$ cat config.mk
export PLATFORM = sky130hd
export DESIGN_NAME = afss_div_stage
export DESIGN_NICKNAME = d
export VERILOG_FILES = /design/src/design/afss_pkg.sv /design/src/design/afss_div_stage.sv
export SDC_FILE = /design/constraint.sdc
export NUM_CORES = 1
export LEC_CHECK = 0
export ABC_AREA = 1
export BUFFER_PORTS_ARGS = -buffer_cell sky130_fd_sc_hd__buf_4
export CAP_MARGIN = 40
export CORE_AREA = 2 2 213 215
export DETAILED_ROUTE_END_ITERATION = 16
export DIE_AREA = 0 0 215 217
export GPL_TIMING_DRIVEN = 0
export PLACE_DENSITY = 0.85
export SLEW_MARGIN = 40
export SYNTH_ARGS = -nofsm -noshare
export SYNTH_HDL_FRONTEND = slang
export SYNTH_SLANG_ARGS = --single-unit
$ cat constraint.sdc
create_clock -name aclk -period 24.1 [get_ports aclk]
set_input_delay 4.82 -clock aclk [delete_from_list [all_inputs] [get_ports aclk]]
set_output_delay 4.82 -clock aclk [all_outputs]
set_load 0.02 [all_outputs]
$ cat src/design/afss_pkg.sv
`timescale 1ns / 1ps
package afss_pkg;

    // field and register widths
    localparam int COORD_W  = 32;
    localparam int DERIV_W  = 48;
    localparam int FOLD_W   = 28;
    localparam int SCALE_W  = 29;
    localparam int RAD_W    = 28;
    localparam int ZONE_W   = 2;
    localparam int CFG_W    = 29;
    localparam int CFG_IDX_W = 3;

    // internal widths
    localparam int FOLDED_W = 33;                 // folded coordinate, Q.24 signed
    localparam int MAG_W    = 32;                 // magnitude of a folded coordinate
    localparam int RR_W     = 2 * MAG_W;          // squared radius, Q.48
    localparam int SMAG_W   = SCALE_W;            // magnitude of the scale
    localparam int NUM_W    = SMAG_W + RAD_W;     // |scale| * max_radius_sq
    localparam int QUOT_W   = 40;                 // multiplier magnitude, Q.24
    localparam int FRAC_W   = 24;
    localparam int HALF_W   = 16;                 // operand slice for partial products
    localparam int PP_W     = HALF_W + QUOT_W;
    localparam int CPROD_W  = MAG_W + QUOT_W;
    localparam int DPROD_W  = DERIV_W + QUOT_W;
    localparam int CP_W     = CPROD_W - FRAC_W;
    localparam int DP_W     = DPROD_W - FRAC_W;

    // divider layout
    localparam int DIV_STEP   = 8;
    localparam int DIV_STAGES = QUOT_W / DIV_STEP;

    // fold zones
    localparam logic [ZONE_W-1:0] ZONE_OUT   = 2'd0;
    localparam logic [ZONE_W-1:0] ZONE_INNER = 2'd1;
    localparam logic [ZONE_W-1:0] ZONE_SHELL = 2'd2;

    // register indexes
    localparam logic [CFG_IDX_W-1:0] REG_FOLD_X   = 3'd0;
    localparam logic [CFG_IDX_W-1:0] REG_FOLD_Y   = 3'd1;
    localparam logic [CFG_IDX_W-1:0] REG_FOLD_Z   = 3'd2;
    localparam logic [CFG_IDX_W-1:0] REG_FOLD_ZEN = 3'd3;
    localparam logic [CFG_IDX_W-1:0] REG_SCALE    = 3'd4;
    localparam logic [CFG_IDX_W-1:0] REG_MIN_RSQ  = 3'd5;
    localparam logic [CFG_IDX_W-1:0] REG_MAX_RSQ  = 3'd6;

    // register reset values
    localparam logic [FOLD_W-1:0]  FOLD_RST  = 28'd8388608;
    localparam logic [SCALE_W-1:0] SCALE_RST = 29'd25165824;
    localparam logic [RAD_W-1:0]   MIN_RST   = 28'd4194304;
    localparam logic [RAD_W-1:0]   MAX_RST   = 28'd16777216;

    // saturation limits
    localparam logic [CP_W-1:0]    POS_LIM   = 48'h0000_7FFF_FFFF;
    localparam logic [CP_W-1:0]    NEG_LIM   = 48'h0000_8000_0000;
    localparam logic [DERIV_W-1:0] ONE_Q16   = 48'h0000_0001_0000;
    localparam logic [DP_W-1:0]    DERIV_TH  = 64'h0000_FFFF_FFFE_FFFF;

    typedef struct packed {
        logic signed [FOLD_W-1:0]  fold_x;
        logic signed [FOLD_W-1:0]  fold_y;
        logic signed [FOLD_W-1:0]  fold_z;
        logic                      fold_z_enable;
        logic signed [SCALE_W-1:0] scale;
        logic [RAD_W-1:0]          min_radius_sq;
        logic [RAD_W-1:0]          max_radius_sq;
    } cfg_t;

    // point data travelling alongside the divider
    typedef struct packed {
        logic [2:0][MAG_W-1:0] mag;
        logic [2:0]            neg;      // result sign per axis
        logic [DERIV_W-1:0]    deriv;
        logic [ZONE_W-1:0]     zone;
        logic                  sat;      // quotient overflows 40 bits
        logic [SMAG_W-1:0]     smag;
    } item_t;

    // restoring divider state: dividend bits shift out, quotient bits shift in
    typedef struct packed {
        logic [RAD_W-1:0]  rem;
        logic [QUOT_W-1:0] nq;
        logic [RAD_W-1:0]  dvsr;
    } dstep_t;

    function automatic logic signed [FOLDED_W-1:0] fold_axis(
        input logic signed [FOLD_W-1:0]  off,
        input logic signed [COORD_W-1:0] p
    );
        logic signed [FOLDED_W-1:0] pe;
        logic signed [FOLDED_W-1:0] ap;
        pe = FOLDED_W'(p);
        ap = p[COORD_W-1] ? -pe : pe;
        return FOLDED_W'(off) - ap;
    endfunction

    function automatic logic [MAG_W-1:0] mag_of(input logic signed [FOLDED_W-1:0] f);
        logic signed [FOLDED_W-1:0] n;
        n = -f;
        return f[FOLDED_W-1] ? n[MAG_W-1:0] : f[MAG_W-1:0];
    endfunction

endpackage

$ cat src/design/afss_div_stage.sv
`timescale 1ns / 1ps
module afss_div_stage (
    input  logic              aclk,
    input  logic              aresetn,
    input  logic              in_valid,
    output logic              in_ready,
    input  afss_pkg::item_t   item_in,
    input  afss_pkg::dstep_t  dstep_in,
    output logic              out_valid,
    input  logic              out_ready,
    output afss_pkg::item_t   item_out,
    output afss_pkg::dstep_t  dstep_out
);
    import afss_pkg::*;

    logic             v_reg;
    item_t            item_reg;
    dstep_t           dstep_reg;
    logic [RAD_W-1:0]  r;
    logic [QUOT_W-1:0] q;
    logic [RAD_W:0]    t;

    assign in_ready = !v_reg || out_ready;

    // eight restoring division steps
    always_comb begin
        r = dstep_in.rem;
        q = dstep_in.nq;
        t = '0;
        for (int i = 0; i < DIV_STEP; i++) begin
            t = {r, q[QUOT_W-1]};
            q = {q[QUOT_W-2:0], 1'b0};
            if (t >= {1'b0, dstep_in.dvsr}) begin
                t    = t - {1'b0, dstep_in.dvsr};
                q[0] = 1'b1;
            end
            r = t[RAD_W-1:0];
        end
    end

    always_ff @(posedge aclk) begin
        if (!aresetn) begin
            v_reg <= 1'b0;
        end else if (in_ready) begin
            v_reg <= in_valid;
        end
    end

    always_ff @(posedge aclk) begin
        if (in_ready) begin
            item_reg       <= item_in;
            dstep_reg.rem  <= r;
            dstep_reg.nq   <= q;
            dstep_reg.dvsr <= dstep_in.dvsr;
        end
    end

    assign out_valid = v_reg;
    assign item_out  = item_reg;
    assign dstep_out = dstep_reg;

endmodule

==> results of run 1 <==
[worst max-delay path: cells and delay by family]
family / cells / cell delay, ns
AND/OR/NAND/NOR: 47 / 5.16
buffers and inverters: 21 / 3.01
AO/OA/AOI/OAI: 39 / 7.41
XOR/XNOR: 1 / 0.15
adder cells (fa/ha/maj): 8 / 2.87
[cell type report]
class,instances,area share
Clock inverter,15,0.00447
Sequential cell,276,0.271
Buffer,41,0.0131
Multi-Input combinational cell,2267,0.453
Inverter,340,0.0454
Tap cell,600,0.0246
Timing Repair Buffer,640,0.161
Antenna cell,11,0.000902
Clock buffer,37,0.0258
[cells in the mapped netlist (4+ instances only)]
library cell,instances
a21boi_0,10
a21o_1,17
a21oi_1,221
a221oi_1,5
a31oi_1,17
buf_2,15
buf_4,6
buf_6,6
clkbuf_1,13
edfxtp_1,275
fa_1,8
ha_1,224
inv_1,323
inv_2,16
nand2_1,894
nand2_2,8
nand2_4,5
nand3_1,137
nand3_2,9
nand4_1,21
nor2_1,165
nor2_2,4
nor3_1,24
nor4_1,12
o211ai_1,8
o21a_1,4
o21ai_0,195
o21ai_1,31
o21bai_1,15
or2_2,9
xnor2_1,92
xor2_1,99
[worst paths after layout]
check                    start       endpoint  slack, ns
setup reg to reg     out_valid   dstep_out[3]      21.77
hold / removal       out_valid    item_out[8]       0.66
hold reg to reg      out_valid    item_out[8]       0.66
setup / recovery  dstep_in[27]  dstep_out[85]       0.90
[state kept, by name (all words and copies together) (netlist names)]
signal	cells
out_valid	1
dstep_out	96
item_out	179
[repair_timing]
item,CTS,global route
hold buffers,0,0
resized for setup,114,224
endpoints found under the hold margin,0,0
setup buffers,38,40
endpoints found under the setup margin,30,29
pin swaps,9,49
[metal layers]
layer / share of wire / GRT usage / vias to the layer above
met1: 0.37 / 0.511 / 11300
met4: 0.062 / 0.198 / 14
li1: - / - / 11200
met5: 0.0010 / 0 / -
met3: 0.13 / 0.101 / 297
met2: 0.44 / 0.617 / 1455
[placed cells by master (no fill, tap or decap), types with 11 or more instances in the layout]
| cell type | count |
|---|---|
| clkbuf_16 | 29 |
| o21ai_2 | 37 |
| nor2_2 | 16 |
| o21bai_1 | 12 |
| a21oi_2 | 23 |
| nand2_2 | 17 |
| nand4_1 | 21 |
| a21oi_1 | 197 |
| nor3_1 | 23 |
| a31oi_1 | 15 |
| xnor2_1 | 92 |
| nand3_2 | 12 |
| diode_2 | 11 |
| xor2_1 | 99 |
| inv_1 | 294 |
| nor2_1 | 152 |
| edfxtp_1 | 275 |
| clkinvlp_4 | 27 |
| buf_4 | 637 |
| inv_2 | 15 |
| ha_4 | 26 |
| nand3_1 | 133 |
| o21ai_1 | 66 |
| nand2_1 | 883 |
| ha_1 | 188 |
| buf_6 | 23 |
| a21o_1 | 17 |
| o21ai_0 | 122 |
[through the flow]
step                      TNS [ns]  instance area (µm²)  setup WS (ns)  utilization
after CTS                        0                29500        0.00770        0.660
after detailed placement   -111.10                27900          -4.25        0.624
after global routing         -3.95                30500         -0.258        0.682
after global placement     -106.67                27800          -4.08        0.621
after floorplan                  0                22800           1.44            -
final                            0                30500          0.897        0.683
[kinds of logic (layout without fill, tap and decap cells)]
group           after synthesis  after routing  share of synthesized area
fa+ha+maj                   232            232                      0.130
xor+xnor                    191            191                     0.0733
other cells                   0             11                          0
compound gates              540            540                      0.130
buf+inv                     381           1073                     0.0664
flops                       276            276                      0.363
simple gates               1304           1304                      0.238
==> impl_metrics.ini, run 1 <==
[cells_and_area]
final_cell_count_no_fill = 4227
multi_input_area_um2 = 13800
ff_latch_area_um2 = 8280
nNetsFinal = 4106
area_delta_synth_final_pct = 33.6
drive_above_1_share = 0.263
fill_cells = 3695

[global_routing]
antenna_found_initial = 24
grt_start_max_net_pins = 46
overflow = 0
grt_pass1_vias = 21700
grt_pass1_wl_um = 137000
grt_use_total = 0.395

[worst_setup_path]
slowest_stage = o21ai_0
worst_path_most_repeated_cell = nand2_1
cp-end-kind = flop
slowest_delay_ns = 0.42
reg2reg_depth = 6
cp_max_fo = 10
crit_path_start_kind = input port
arrival_ns = 23.52
worstPathRequired_ns = 24.42
path_class = in -> reg

[clocking]
clk_path_buf_depth = 3
clk_latency_ns = 0.59
clk_pin_slew_ns = 0.06
cts_root_buf = clkbuf_16
cts_tree = done
htree_levels = 1
clock-sinks = 276
cts_buffers = 29

[sta]
fin_hold_ws_ns = 0.659
skew_ns = 0.00752
finalHoldViolations = 0
drv_slew = 0
setup_viol = 0
worstMarginPinSlew_ns = 0.738
fin_crit_ns = 23.20
timing.final.crit_share = 0.963
max_freq_mhz = 43.1
max-slew-margin-rel = 0.503

[synthesis]
yosysWarnings = 0
synth_cells = 2924
synth_ff_type = edfxtp_1
synth_top_area_share = 0.362
syn_area_um2 = 22800
syn_avg_cell_area_um2 = 7.81
netlist.top_cell.by_area = edfxtp_1
ys_ff_latch = 276
synth.area.top_cells = edfxtp_1 36%, nand2_1 15%, ha_1 12%
synth_seq_area_share = 0.363
synth_cell_types = 55
synth_edf_count = 275
synthesis.nets = 3435
synthArstFlopShare = 0

[drt]
drt_pass1_iterations = 8
drc_errors = 0
ant_nets = 0
num_vias = 24300
finalWirelength_um = 97600
vias_per_cell = 5.74
initialDrtViolationCount = 2840
post_drt_wl_per_cell_um = 23.1

[worst_hold_path]
hold_depth = 1
hold_path.class = reg -> reg

[place]
gp_congestion = 1.02
dp.cells = 4086
io_buffers = 555
post-dp-hpwl_um = 75200

[die]
chipHeight_um = 217
dieArea_um2 = 46700
core_um2 = 44700
ios = 556
start_util = 0.511
rows = 78
die_width_um = 215

[job]
max_cap_viol_count = 0

[outcome]
run_status = finished clean
Power of run 1 is not shown: default switching activity piles up to over one toggle a cycle in this logic, so the estimate is an artifact.
==> run 2: changes to the inputs <==
ABC_AREA = not set   (was 1)
CORE_AREA = 2 2 214 216   (was 2 2 213 215)
DIE_AREA = 0 0 216 218   (was 0 0 215 217)
PLACE_DENSITY = 0.82   (was 0.85)
==> impl_metrics.ini, run 2 <==
[clocking]
clk_pin_slew_ns = 0.07
cts_hold_buf = 0
cts_root_buf = clkbuf_16
clock-sinks = 276
clk_latency_ns = 0.56
cts_buffers = 27
clk_path_buf_depth = 3
htree_levels = 1
cts_tree = done

[global_routing]
overflow = 0
grt_start_max_net_pins = 45
grt_pass1_wl_um = 125000
grt_pass1_vias = 22000
antenna_found_initial = 2
grt_use_total = 0.344

[cells_and_area]
nNetsFinal = 3494
utilization = 0.720
multi_input_area_um2 = 14800
fill_cells = 3048
diodes = 0
largest_reg_flops = 179
mostFrequentLayoutCells = 782 x buf_4, 275 x edfxtp_1, 169 x a21oi_1, 140 x ha_1, 135 x nand2_1
drive_above_1_share = 0.432
final_common_cell = buf_4
ff_latch_area_um2 = 8280
area_delta_synth_final_pct = 49.6

[job]
max_cap_viol_count = 0

[sta]
max_freq_mhz = 35.0
max-slew-margin-rel = 0.450
finalHoldViolations = 0
setup_viol = 30
worstMarginPinSlew_ns = 0.816
rsz0062_at_grt = yes
skew_ns = 0.0204
fin_crit_ns = 28.59
timing.final.crit_share = 1.19
worst_slack_ns = -4.49
fin_hold_ws_ns = 0.986
drv_slew = 0

[synthesis]
synthArstFlopShare = 0
synthesis.nets = 2648
synth_seq_area_share = 0.383
syn_area_um2 = 21600
synth_cell_types = 82
netlist.top_cell.by_area = edfxtp_1
synth_cells = 2137
synth_top_area_share = 0.382
synth_edf_count = 275
synth.area.top_cells = edfxtp_1 38%, ha_1 13%, mux2_2 5.0%
yosysWarnings = 0
syn_avg_cell_area_um2 = 10.1
ys_ff_latch = 276
synthTopCellsByCount = 275 x edfxtp_1, 224 x ha_1, 203 x a21oi_1, 144 x nand2_1, 124 x nor2_1
synth_ff_type = edfxtp_1
synth_most_common_cell = edfxtp_1

[drt]
post_drt_wl_per_cell_um = 24.9
vias_per_cell = 6.19
drt_pass1_iterations = 8
num_vias = 22300
finalWirelength_um = 89700
drc_errors = 0
initialDrtViolationCount = 2242
ant_nets = 0

[worst_setup_path]
path_class = in -> reg
slowest_delay_ns = 0.51
worst_path_most_repeated_cell = buf_4
slowest_stage = or4_1
crit_path_start_kind = input port
arrival_ns = 28.88
worstPathRequired_ns = 24.38
cp_max_fo = 10
cp-end-kind = flop

[place]
gp_congestion = 0.986
post-dp-hpwl_um = 59200
io_buffers = 555

[worst_hold_path]
hold_path.class = reg -> reg

[die]
ios = 556
dieArea_um2 = 47100
core_um2 = 44900
die_width_um = 216
start_util = 0.481
chipHeight_um = 218
rows = 78

[outcome]
violations = setup timing
run_status = complete, but fails checks
[run 2: cell types whose count changed in the layout (fill, tap and decap cells not counted), sizes merged, moves of 24 or more]
cell / delta
nand2: -765
inv: -226
buf: +157
nand3: -113
o21ai: -109
mux2: +95
a21o: +77
nor2: -46
nand2b: +36
xor2: -34
o21a: +30
xnor2: +30
a221o: +24
[run 2: worst paths after layout]
check / end / from / cells past startpoint / slack (ns)
worst max-delay path: dstep_out[72] / dstep_in[3] / 112 / -4.49
worst min-delay path: item_out[119] / out_valid / 1 / 0.99
worst max register to register: item_out[27] / out_valid / 5 / 21.85
worst min register to register: item_out[119] / out_valid / 1 / 0.99
[run 2: cell type report]
type                    instances  share of cell area
multi-input cells            1707               0.458
flip-flops and latches        276               0.256
repair buffers                818               0.200
well taps                     600              0.0232
clock buffers                  34              0.0217
inverters                     118              0.0176
plain buffers                  34              0.0168
clock inverters                14             0.00619
repair inverters                1            0.000155
[run 2: cell families after synthesis]
logic type / synth area share
AOI/OAI and AO/OA: 0.200
and+or+nand+nor: 0.119
DFF: 0.383
adders and majority gates: 0.137
xor gates and xnor gates: 0.0758
buffers and inverters: 0.0282
muxes: 0.0574
[run 2: critical path: cells and delay by family]
| family | cells | cell delay [ns] |
|---|---|---|
| AO/OA/AOI/OAI | 62 | 13.69 |
| AND/OR/NAND/NOR | 16 | 3.54 |
| buffers and inverters | 20 | 3.09 |
| adder cells (fa/ha/maj) | 8 | 2.05 |
| multiplexers | 5 | 1.53 |
| XOR/XNOR | 1 | 0.09 |
[run 2: repair_timing]
item / in CTS / in global routing
pin swaps: 130 / 80
setup buffers: 196 / 57
gates resized for setup: 264 / 119
setup endpoints to repair: 30 / 30
gates cloned: 6 / 3
[run 2: per-layer routing]
layer	wire (µm)	global-route usage	share of wire
met1	32700	0.412	0.37
met2	43400	0.599	0.48
met3	8340	0.0618	0.093
met4	5250	0.162	0.059
met5	13	0	0.00014
[run 2: per-stage QoR]
stage                     cells  setup WS [ns]  instance area [µm²]  setup TNS (ns)
final                      3602          -4.49                32300         -127.52
after global routing       3602          -5.02                32300         -142.41
after CTS                  3545          -3.64                31300         -103.01
after detailed placement   3299          -8.86                27500         -256.21
after global placement     3292          -8.44                27300         -243.73
after floorplan            2137          -2.98                22400          -82.01
Power of run 2 is left out for the same reason.
